File: config.mk
export PLATFORM = sky130hd
export DESIGN_NAME = ready_queue_with_pid_removal_top
export DESIGN_NICKNAME = d
export VERILOG_FILES = /design/src/hdl/rq_pkg.sv /design/src/hdl/ready_queue_with_pid_removal_top.sv /design/src/hdl/rq_ctrl.sv /design/src/hdl/rq_dp.sv
export SDC_FILE = /design/constraint.sdc
export NUM_CORES = 1
export LEC_CHECK = 0
export ABC_AREA = 1
export BUFFER_PORTS_ARGS = -buffer_cell sky130_fd_sc_hd__buf_4
export CAP_MARGIN = 20
export CORE_MARGIN = 5
export CORE_UTILIZATION = 50
export CTS_CLUSTER_SIZE = 10
export DETAILED_ROUTE_END_ITERATION = 10
export GPL_TIMING_DRIVEN = 0
export PLACE_DENSITY = 0.69
export REMOVE_ABC_BUFFERS = 1
export SLEW_MARGIN = 20
export SYNTH_ARGS = -nofsm -noshare
export SYNTH_HDL_FRONTEND = slang
export SYNTH_SLANG_ARGS = --single-unit
File: constraint.sdc
create_clock -name clk -period 3.3 [get_ports clk]
set_input_delay 0 -clock clk [delete_from_list [all_inputs] [get_ports clk]]
set_output_delay 0 -clock clk [all_outputs]
set_load 0.02 [all_outputs]
File: src/hdl/rq_pkg.sv
// Package with the shared types and constants of the ready queue.
`default_nettype none

package rq_pkg;

  localparam int PID_W    = 16;
  localparam int HDL_W    = 16;
  localparam int OP_W     = 3;
  localparam int COUNT_W  = 5;
  localparam int IN_DW    = 32;
  localparam int OUT_DW   = 40;

  typedef enum logic [OP_W-1:0] {
    OP_PUSH   = 3'd0,
    OP_POP    = 3'd1,
    OP_REMOVE = 3'd2,
    OP_LIST   = 3'd3,
    OP_CLEAR  = 3'd4
  } rq_op_t;

  typedef enum logic [1:0] {
    ST_OK       = 2'd0,
    ST_EMPTY    = 2'd1,
    ST_NOTFOUND = 2'd2,
    ST_FULL     = 2'd3
  } rq_status_t;

  typedef enum logic [1:0] {
    RD_HEAD,
    RD_SCAN,
    RD_NEXT
  } rq_rd_t;

  typedef enum logic [1:0] {
    SRC_NONE,
    SRC_RD,
    SRC_HIT
  } rq_src_t;

  typedef enum logic [3:0] {
    S_IDLE,
    S_EXEC,
    S_POP_OUT,
    S_LIST_RD,
    S_LIST_OUT,
    S_SRCH_RD,
    S_SRCH_CMP,
    S_SHIFT_RD,
    S_SHIFT_WR,
    S_REM_OUT
  } rq_state_t;

  typedef struct packed {
    logic       latch_in;
    rq_rd_t     rd_sel;
    logic       scan_init;
    logic       scan_step;
    logic       shift_wr;
    logic       push_wr;
    logic       pop_adv;
    logic       rem_adv;
    logic       clr;
    logic       hit_latch;
    logic       emit;
    rq_status_t emit_status;
    rq_src_t    emit_src;
    logic       emit_last;
  } rq_cmd_t;

  typedef struct packed {
    rq_op_t op;
    logic   empty;
    logic   full;
    logic   match;
    logic   scan_last;
    logic   out_free;
  } rq_stat_t;

endpackage

`default_nettype wire

File: src/hdl/ready_queue_with_pid_removal_top.sv
// Top level of the process ready queue with removal by pid.
//
// The input channel carries one request per transfer: in_tuser selects the
// operation (push, pop, remove by pid, list, clear) and in_tdata carries the
// pid and the handle. The output channel returns the results; every request
// produces exactly one result except a list of a non-empty queue, which
// produces one result per held entry, oldest first, with out_tlast on the
// final one. Every result carries the entry count after the operation.
// Requests are handled one at a time through a single entry memory with one
// read and one write port. A list reads the entries one by one from the head;
// a remove by pid reads and compares entries from the head until a match, then
// moves every later entry one place toward the head before its result.
// in_tready is high only when no request is in progress; it returns when the
// last result of a request is loaded.
// Reset empties the queue (head, tail and count to zero) and drops any
// pending result; entry contents are not cleared and need no clearing pass.
// When the receiver stalls, the result waits in the output register and the
// block stalls at its next result until that one is taken.
`default_nettype none

module ready_queue_with_pid_removal_top
  import rq_pkg::*;
#(
  parameter int QUEUE_DEPTH  = 16,
  parameter int HANDLE_WIDTH = 16
) (
  input  wire               clk,
  input  wire               rst_n,
  input  wire               in_tvalid,
  output logic              in_tready,
  input  wire  [IN_DW-1:0]  in_tdata,   // process_id[15:0], process_handle[31:16]
  input  wire  [OP_W-1:0]   in_tuser,   // operation[2:0]
  output logic              out_tvalid,
  input  wire               out_tready,
  output logic [OUT_DW-1:0] out_tdata,  // status[1:0], out_pid[17:2],
                                        // out_handle[33:18], entry_count[38:34], pad[39]
  output logic              out_tlast   // last
);

  rq_cmd_t  cmd;
  rq_stat_t stat;

  rq_ctrl u_ctrl (
    .clk       (clk),
    .rst_n     (rst_n),
    .in_tvalid (in_tvalid),
    .in_tready (in_tready),
    .stat      (stat),
    .cmd       (cmd)
  );

  rq_dp #(
    .QUEUE_DEPTH  (QUEUE_DEPTH),
    .HANDLE_WIDTH (HANDLE_WIDTH)
  ) u_dp (
    .clk        (clk),
    .rst_n      (rst_n),
    .cmd        (cmd),
    .stat       (stat),
    .in_tdata   (in_tdata),
    .in_tuser   (in_tuser),
    .out_tvalid (out_tvalid),
    .out_tready (out_tready),
    .out_tdata  (out_tdata),
    .out_tlast  (out_tlast)
  );

endmodule

`default_nettype wire

File: src/hdl/rq_ctrl.sv
// Controller state machine that sequences each queue operation.
`default_nettype none

module rq_ctrl
  import rq_pkg::*;
(
  input  wire      clk,
  input  wire      rst_n,
  input  wire      in_tvalid,
  output logic     in_tready,
  input  rq_stat_t stat,
  output rq_cmd_t  cmd
);

  rq_state_t state_r;
  rq_state_t state_nxt;

  always_ff @(posedge clk) begin
    if (!rst_n) begin
      state_r <= S_IDLE;
    end else begin
      state_r <= state_nxt;
    end
  end

  always_comb begin
    state_nxt       = state_r;
    in_tready       = 1'b0;
    cmd             = '0;
    cmd.rd_sel      = RD_SCAN;
    cmd.emit_status = ST_OK;
    cmd.emit_src    = SRC_NONE;
    cmd.emit_last   = 1'b1;
    case (state_r)
      S_IDLE: begin
        in_tready    = 1'b1;
        cmd.latch_in = in_tvalid;
        if (in_tvalid) begin
          state_nxt = S_EXEC;
        end
      end
      S_EXEC: begin
        cmd.rd_sel = RD_HEAD;
        case (stat.op)
          OP_PUSH: begin
            if (stat.out_free) begin
              cmd.emit        = 1'b1;
              cmd.emit_status = stat.full ? ST_FULL : ST_OK;
              cmd.push_wr     = !stat.full;
              state_nxt       = S_IDLE;
            end
          end
          OP_POP: begin
            if (!stat.empty) begin
              state_nxt = S_POP_OUT;
            end else if (stat.out_free) begin
              cmd.emit        = 1'b1;
              cmd.emit_status = ST_EMPTY;
              state_nxt       = S_IDLE;
            end
          end
          OP_REMOVE, OP_LIST: begin
            if (!stat.empty) begin
              cmd.scan_init = 1'b1;
              state_nxt     = (stat.op == OP_LIST) ? S_LIST_RD : S_SRCH_RD;
            end else if (stat.out_free) begin
              cmd.emit        = 1'b1;
              cmd.emit_status = ST_EMPTY;
              state_nxt       = S_IDLE;
            end
          end
          OP_CLEAR: begin
            if (stat.out_free) begin
              cmd.emit  = 1'b1;
              cmd.clr   = 1'b1;
              state_nxt = S_IDLE;
            end
          end
          default: begin
            if (stat.out_free) begin
              cmd.emit  = 1'b1;
              state_nxt = S_IDLE;
            end
          end
        endcase
      end
      S_POP_OUT: begin
        cmd.rd_sel = RD_HEAD;
        if (stat.out_free) begin
          cmd.emit     = 1'b1;
          cmd.emit_src = SRC_RD;
          cmd.pop_adv  = 1'b1;
          state_nxt    = S_IDLE;
        end
      end
      S_LIST_RD: begin
        state_nxt = S_LIST_OUT;
      end
      S_LIST_OUT: begin
        if (stat.out_free) begin
          cmd.emit      = 1'b1;
          cmd.emit_src  = SRC_RD;
          cmd.emit_last = stat.scan_last;
          if (stat.scan_last) begin
            state_nxt = S_IDLE;
          end else begin
            cmd.scan_step = 1'b1;
            state_nxt     = S_LIST_RD;
          end
        end
      end
      S_SRCH_RD: begin
        state_nxt = S_SRCH_CMP;
      end
      S_SRCH_CMP: begin
        if (stat.match) begin
          cmd.hit_latch = 1'b1;
          state_nxt     = S_SHIFT_RD;
        end else if (stat.scan_last) begin
          if (stat.out_free) begin
            cmd.emit        = 1'b1;
            cmd.emit_status = ST_NOTFOUND;
            state_nxt       = S_IDLE;
          end
        end else begin
          cmd.scan_step = 1'b1;
          state_nxt     = S_SRCH_RD;
        end
      end
      S_SHIFT_RD: begin
        // The entry after the scan position is read here and written back one
        // place toward the head in the following cycle.
        if (stat.scan_last) begin
          state_nxt = S_REM_OUT;
        end else begin
          cmd.rd_sel = RD_NEXT;
          state_nxt  = S_SHIFT_WR;
        end
      end
      S_SHIFT_WR: begin
        cmd.shift_wr  = 1'b1;
        cmd.scan_step = 1'b1;
        state_nxt     = S_SHIFT_RD;
      end
      S_REM_OUT: begin
        if (stat.out_free) begin
          cmd.emit     = 1'b1;
          cmd.emit_src = SRC_HIT;
          cmd.rem_adv  = 1'b1;
          state_nxt    = S_IDLE;
        end
      end
      default: begin
        state_nxt = S_IDLE;
      end
    endcase
  end

endmodule

`default_nettype wire

File: src/hdl/rq_dp.sv
// Datapath of the ready queue: entry memory, pointers, scan counter and result register.
`default_nettype none

module rq_dp
  import rq_pkg::*;
#(
  parameter int QUEUE_DEPTH  = 16,
  parameter int HANDLE_WIDTH = 16
) (
  input  wire               clk,
  input  wire               rst_n,
  input  rq_cmd_t           cmd,
  output rq_stat_t          stat,
  input  wire  [IN_DW-1:0]  in_tdata,
  input  wire  [OP_W-1:0]   in_tuser,
  output logic              out_tvalid,
  input  wire               out_tready,
  output logic [OUT_DW-1:0] out_tdata,
  output logic              out_tlast
);

  localparam int AW = (QUEUE_DEPTH > 1) ? $clog2(QUEUE_DEPTH) : 1;
  localparam int CW = $clog2(QUEUE_DEPTH + 1);
  localparam int DW = PID_W + HANDLE_WIDTH;
  localparam logic [AW-1:0] LAST_IDX = AW'(QUEUE_DEPTH - 1);
  localparam logic [CW-1:0] DEPTH_C  = CW'(QUEUE_DEPTH);

  // Each entry holds the pid in the upper bits and the handle below it.
  logic [DW-1:0] mem [QUEUE_DEPTH];

  logic [AW-1:0]      head_r;
  logic [AW-1:0]      tail_r;
  logic [CW-1:0]      count_r;
  logic [CW-1:0]      count_nxt;
  logic [AW-1:0]      scan_r;
  logic [CW-1:0]      idx_r;
  rq_op_t             op_r;
  logic [PID_W-1:0]   key_pid_r;
  logic [HANDLE_WIDTH-1:0] key_handle_r;
  logic [DW-1:0]      hit_r;
  logic [DW-1:0]      rd_data_r;
  logic [AW-1:0]      rd_addr;
  logic [AW-1:0]      scan_inc;
  logic               wr_en;
  logic [AW-1:0]      wr_addr;
  logic [DW-1:0]      wr_data;
  logic               out_valid_r;
  rq_status_t         out_status_r;
  logic [PID_W-1:0]   out_pid_r;
  logic [HDL_W-1:0]   out_handle_r;
  logic [COUNT_W-1:0] out_count_r;
  logic               out_last_r;
  logic [DW-1:0]      src_entry;
  logic               out_free;

  function automatic logic [AW-1:0] wrap_inc(input logic [AW-1:0] p);
    return (p == LAST_IDX) ? '0 : p + AW'(1);
  endfunction

  function automatic logic [AW-1:0] wrap_dec(input logic [AW-1:0] p);
    return (p == '0) ? LAST_IDX : p - AW'(1);
  endfunction

  assign scan_inc = wrap_inc(scan_r);
  assign out_free = !out_valid_r || out_tready;

  always_comb begin
    case (cmd.rd_sel)
      RD_HEAD: rd_addr = head_r;
      RD_NEXT: rd_addr = scan_inc;
      default: rd_addr = scan_r;
    endcase
  end

  assign wr_en   = cmd.push_wr || cmd.shift_wr;
  assign wr_addr = cmd.push_wr ? tail_r : scan_r;
  assign wr_data = cmd.push_wr ? {key_pid_r, key_handle_r} : rd_data_r;

  always_ff @(posedge clk) begin
    if (wr_en) begin
      mem[wr_addr] <= wr_data;
    end
    rd_data_r <= mem[rd_addr];
  end

  always_comb begin
    count_nxt = count_r;
    if (cmd.clr) begin
      count_nxt = '0;
    end else if (cmd.push_wr) begin
      count_nxt = count_r + CW'(1);
    end else if (cmd.pop_adv || cmd.rem_adv) begin
      count_nxt = count_r - CW'(1);
    end
  end

  always_ff @(posedge clk) begin
    if (!rst_n) begin
      head_r  <= '0;
      tail_r  <= '0;
      count_r <= '0;
    end else begin
      count_r <= count_nxt;
      if (cmd.clr) begin
        head_r <= '0;
        tail_r <= '0;
      end else begin
        if (cmd.push_wr) begin
          tail_r <= wrap_inc(tail_r);
        end
        if (cmd.rem_adv) begin
          tail_r <= wrap_dec(tail_r);
        end
        if (cmd.pop_adv) begin
          head_r <= wrap_inc(head_r);
        end
      end
    end
  end

  always_ff @(posedge clk) begin
    if (cmd.latch_in) begin
      op_r         <= rq_op_t'(in_tuser);
      key_pid_r    <= in_tdata[PID_W-1:0];
      key_handle_r <= HANDLE_WIDTH'(in_tdata[IN_DW-1:PID_W]);
    end
    if (cmd.scan_init) begin
      scan_r <= head_r;
      idx_r  <= '0;
    end else if (cmd.scan_step) begin
      scan_r <= scan_inc;
      idx_r  <= idx_r + CW'(1);
    end
    if (cmd.hit_latch) begin
      hit_r <= rd_data_r;
    end
  end

  always_comb begin
    case (cmd.emit_src)
      SRC_RD:  src_entry = rd_data_r;
      SRC_HIT: src_entry = hit_r;
      default: src_entry = '0;
    endcase
  end

  always_ff @(posedge clk) begin
    if (!rst_n) begin
      out_valid_r <= 1'b0;
    end else if (cmd.emit) begin
      out_valid_r <= 1'b1;
    end else if (out_tready) begin
      out_valid_r <= 1'b0;
    end
  end

  always_ff @(posedge clk) begin
    if (cmd.emit) begin
      out_status_r <= cmd.emit_status;
      out_pid_r    <= src_entry[DW-1:HANDLE_WIDTH];
      out_handle_r <= HDL_W'(src_entry[HANDLE_WIDTH-1:0]);
      out_count_r  <= COUNT_W'(count_nxt);
      out_last_r   <= cmd.emit_last;
    end
  end

  assign out_tvalid = out_valid_r;
  assign out_tlast  = out_last_r;
  assign out_tdata  = {1'b0, out_count_r, out_handle_r, out_pid_r, out_status_r};

  assign stat.op        = op_r;
  assign stat.empty     = (count_r == '0);
  assign stat.full      = (count_r == DEPTH_C);
  assign stat.match     = (rd_data_r[DW-1:HANDLE_WIDTH] == key_pid_r);
  assign stat.scan_last = (idx_r == count_r - CW'(1));
  assign stat.out_free  = out_free;

  a_count_range: assert property (@(posedge clk) disable iff (!rst_n)
    count_r <= DEPTH_C)
    else $error("entry count exceeds the queue depth");

  a_ptr_meet: assert property (@(posedge clk) disable iff (!rst_n)
    (count_r == '0 || count_r == DEPTH_C) |-> head_r == tail_r)
    else $error("head and tail disagree for an empty or full queue");

  a_no_overwrite: assert property (@(posedge clk) disable iff (!rst_n)
    cmd.emit |-> out_free)
    else $error("a result overwrote one that was not yet taken");

  a_push_room: assert property (@(posedge clk) disable iff (!rst_n)
    cmd.push_wr |-> !stat.full)
    else $error("entry written into a full queue");

  a_one_pointer_move: assert property (@(posedge clk) disable iff (!rst_n)
    $onehot0({cmd.push_wr, cmd.pop_adv, cmd.rem_adv, cmd.clr}))
    else $error("more than one pointer update in a cycle");

endmodule

`default_nettype wire

==> results.cfg <==
[floorplanning]
die_y_um = 253
start_util_pct = 50.1
ios = 82
die_x_um = 253
core_region_area_mm2 = 0.0587
die-area_mm2 = 0.0638
rows = 89

[route]
vias = 21500
first_iter_violations = 2697
vias_per_cell = 5.73
wl_per_cell_um = 21.9
drtPass1Iterations = 6
wirelength_mm = 82.3
drc = 0
antenna_left = 0

[power]
seqPwrFrac_pct = 49.7
worst_ir_drop_vdd_v = 0.000395
clkPwrFrac_pct = 37.8
power.switching_mw = 5.20
power.density_mw_per_mm2 = 579
p_int_mw = 15.3
total_leakage_power_nw = 14.2
power_frac_comb_pct = 12.5
power.total_mw = 20.5
sw_frac_of_total_pct = 25.4

[global_routing]
grt_pass1_wl_mm = 122
grt-busiest-layer = met2
met2_usage_pct = 41.5
grt_pass1_vias = 20800
gr-usage-met1_pct = 32.5
met3_usage_pct = 4.96
grt-ovfl-total = 0
antenna_found_initial = 0
grt_max_degree = 87
grt_usage_pct = 25.0

[final_layout]
syn_to_final_growth_pct = 20.4
layout_commonest_cell = nand2_1
final_cell_mix = 641 x nand2_1, 623 x edfxtp_1, 598 x nand3_1
fillerInstances = 4388
postLayoutCellArea_mm2 = 0.0354
num-nets-final = 2983
seq_area_mm2 = 0.0198
multi_input_area_mm2 = 0.00769
layout-drive-gt1-share_pct = 12.1
diodes = 0

[cts]
worstSkewPairLatency_ps = 620
clockBufferDepth = 3
htree_num_levels = 3
cts_tree = built
clock-sinks = 678
path_clk_slew_ps = 60
clockRootBuffer = clkbuf_16
cts_made_buffers = 78

[sta]
fin_crit_ps = 3220
tightest_slew_ps = 1070
setup_viol_count_final = 0
maxSlewViolCount = 0
min_period_over_period_pct = 97.6
fin_tns_setup_ps = 0
slew_headroom_pct = 28.5
skew_ps = 21.1
maxClockFrequency_ghz = 0.310
final_hold_viol_count = 0
hold_slack_ps = 100

[min_path]
min_from = in_tdata[12]
hp-class = in2reg

[placement]
place.gp.congestion = 0.830
placed_area_mm2 = 0.0319
portBuffers = 80
dp_hpwl_mm = 46.1

[synth]
synth_flop_cell = edfxtp_1
synth-adder-area-share_pct = 0.425
synth_top_family_by_area = simple AND/OR/NAND/NOR gates
synth_compound_area_share_pct = 1.85
synth_edf_count = 623
ys.warnings.count = 0
syn_area_mm2 = 0.0294
ys_types = 44
postSynthAreaPerCell_um2 = 10.6
synth.area.mux_share_pct = 0
ys_seq_area_share_pct = 67.3
ys_ff_latch = 678
synthCells = 2767
synthXorXnorAreaFrac_pct = 0.596
yosys.area_share.simple_pct = 21.9
async_reset_ff_share_pct = 0

[critical_path]
worstPathRequired_ps = 3610
start_kind = flop
cp-end-kind = flop
timing.rr.start = u_ctrl.state_r[0]
critPathMaxFanout = 45
cp.arrival_ps = 3530
crit_start = u_ctrl.state_r[0]
critPathKind = reg2reg

[outcome]
status = completed

[run]
maxCapViolations = 0
==> critical path, stage by stage (launching register included) <==
cell and delay [ps]:
dfxtp_1 370, inv_2 90, nor2_2 130, inv_1 100, nor2_4 170, nand3_2 130, nor3_4 230, buf_8 150
buf_8 180, inv_12 150, nand2_2 140, o21ai_4 100, inv_2 150, nand3_4 170, nor2_4 210, buf_16 200
buf_16 200
==> power groups by stage <==
stage                     Sequential [mW]  Clock (mW)  Combinational, mW
final                                10.2        7.74               2.57
after global routing                 10.2        8.19               2.78
after CTS                            10.2        7.80               2.47
after detailed placement             10.3           0               2.25
after global placement               10.3           0               2.15
after floorplan                      10.3           0               1.38
==> cell type report <==
type,instances,area share (%)
Sequential cell,678,56.0
Timing Repair Buffer,233,9.01
Timing Repair inverter,2,0.0495
Tap cell,773,2.73
Multi-Input combinational cell,1549,21.7
Clock inverter,7,0.265
Clock buffer,123,5.99
Inverter,392,4.28
==> cell usage after synthesis (2+ instances only) <==
cell type / n / area, um^2
buf_2: 99 / 495
a21oi_1: 51 / 255
inv_2: 9 / 33.8
xor2_1: 7 / 61.3
nor2_4: 2 / 22.5
nand4_1: 7 / 43.8
o22ai_1: 2 / 12.5
buf_4: 8 / 60.1
nor2_1: 61 / 229
clkbuf_1: 22 / 82.6
a221oi_1: 2 / 17.5
buf_6: 15 / 169
nor4_1: 2 / 12.5
inv_1: 379 / 1420
edfxtp_1: 623 / 18700
nor3_1: 10 / 50.1
nand3b_1: 66 / 495
xnor2_1: 13 / 114
nand3_2: 2 / 20.0
o31ai_1: 3 / 22.5
a211oi_1: 6 / 45.0
nand2_2: 3 / 18.8
dfxtp_1: 55 / 1100
or2_2: 2 / 12.5
ha_1: 10 / 125
clkinv_1: 4 / 15.0
nor2_2: 4 / 25.0
nand3_1: 603 / 3020
o21ai_0: 28 / 140
buf_1: 6 / 22.5
nand2_1: 650 / 2440
==> sequential cells by signal, indices dropped and copies added, names as in the netlist, 5 cells and up <==
register / cells
u_dp.key_handle_r: 16
u_dp.out_count_r: 5
u_dp.rd_data_r: 32
u_dp.out_pid_r: 16
u_dp.key_pid_r: 16
u_dp.count_r: 5
u_dp.idx_r: 5
u_dp.mem: 512
u_dp.hit_r: 32
u_dp.out_handle_r: 16
==> kinds of logic (layout without fill, tap and decap cells) <==
kind of cell,after synthesis,in the layout
buffers and inverters,542,757
flip-flops,678,678
adder cells (fa/ha/maj),10,10
other,1,1
XOR/XNOR,20,20
AO/OA/AOI/OAI,99,99
AND/OR/NAND/NOR,1417,1419
==> layer usage <==
layer | routed length, um | up-vias
met3 | 8210 | 257
met4 | 3350 | 0
met5 | 0 | -
met2 | 39500 | 1252
li1 | - | 9664
met1 | 31200 | 10300
==> per-stage QoR <==
stage,worst slack [ps],util (%),std cells
after floorplan,-4810,-,2617
after global placement,-9330,51.4,3470
after detailed placement,-1330,54.4,3533
after CTS,1.33,59.8,3737
after global routing,-25.8,60.3,3757
final,78.2,60.3,3757
==> path summary, 6_finish.rpt <==
| kind | to | cells past startpoint | slack, ps |
|---|---|---|---|
| worst min-delay path | u_dp.key_pid_r[12] | 2 | 100 |
| worst min register to register | u_dp.hit_r[17] | 0 | 460 |
| worst max-delay path | u_dp.mem[15][24] | 16 | 80 |
| worst max register to register | u_dp.mem[15][24] | 16 | 80 |
==> what timing repair did <==
action | in CTS | in global routing
hold buffers | 38 | 0
buffers inserted | 24 | 18
hold endpoints to repair | 61 | 0
gates cloned | 12 | 2
gates resized for setup | 29 | 28
setup endpoints to repair | 577 | 542
pin swaps | 19 | 12
Power figures use the tool's default switching activity.
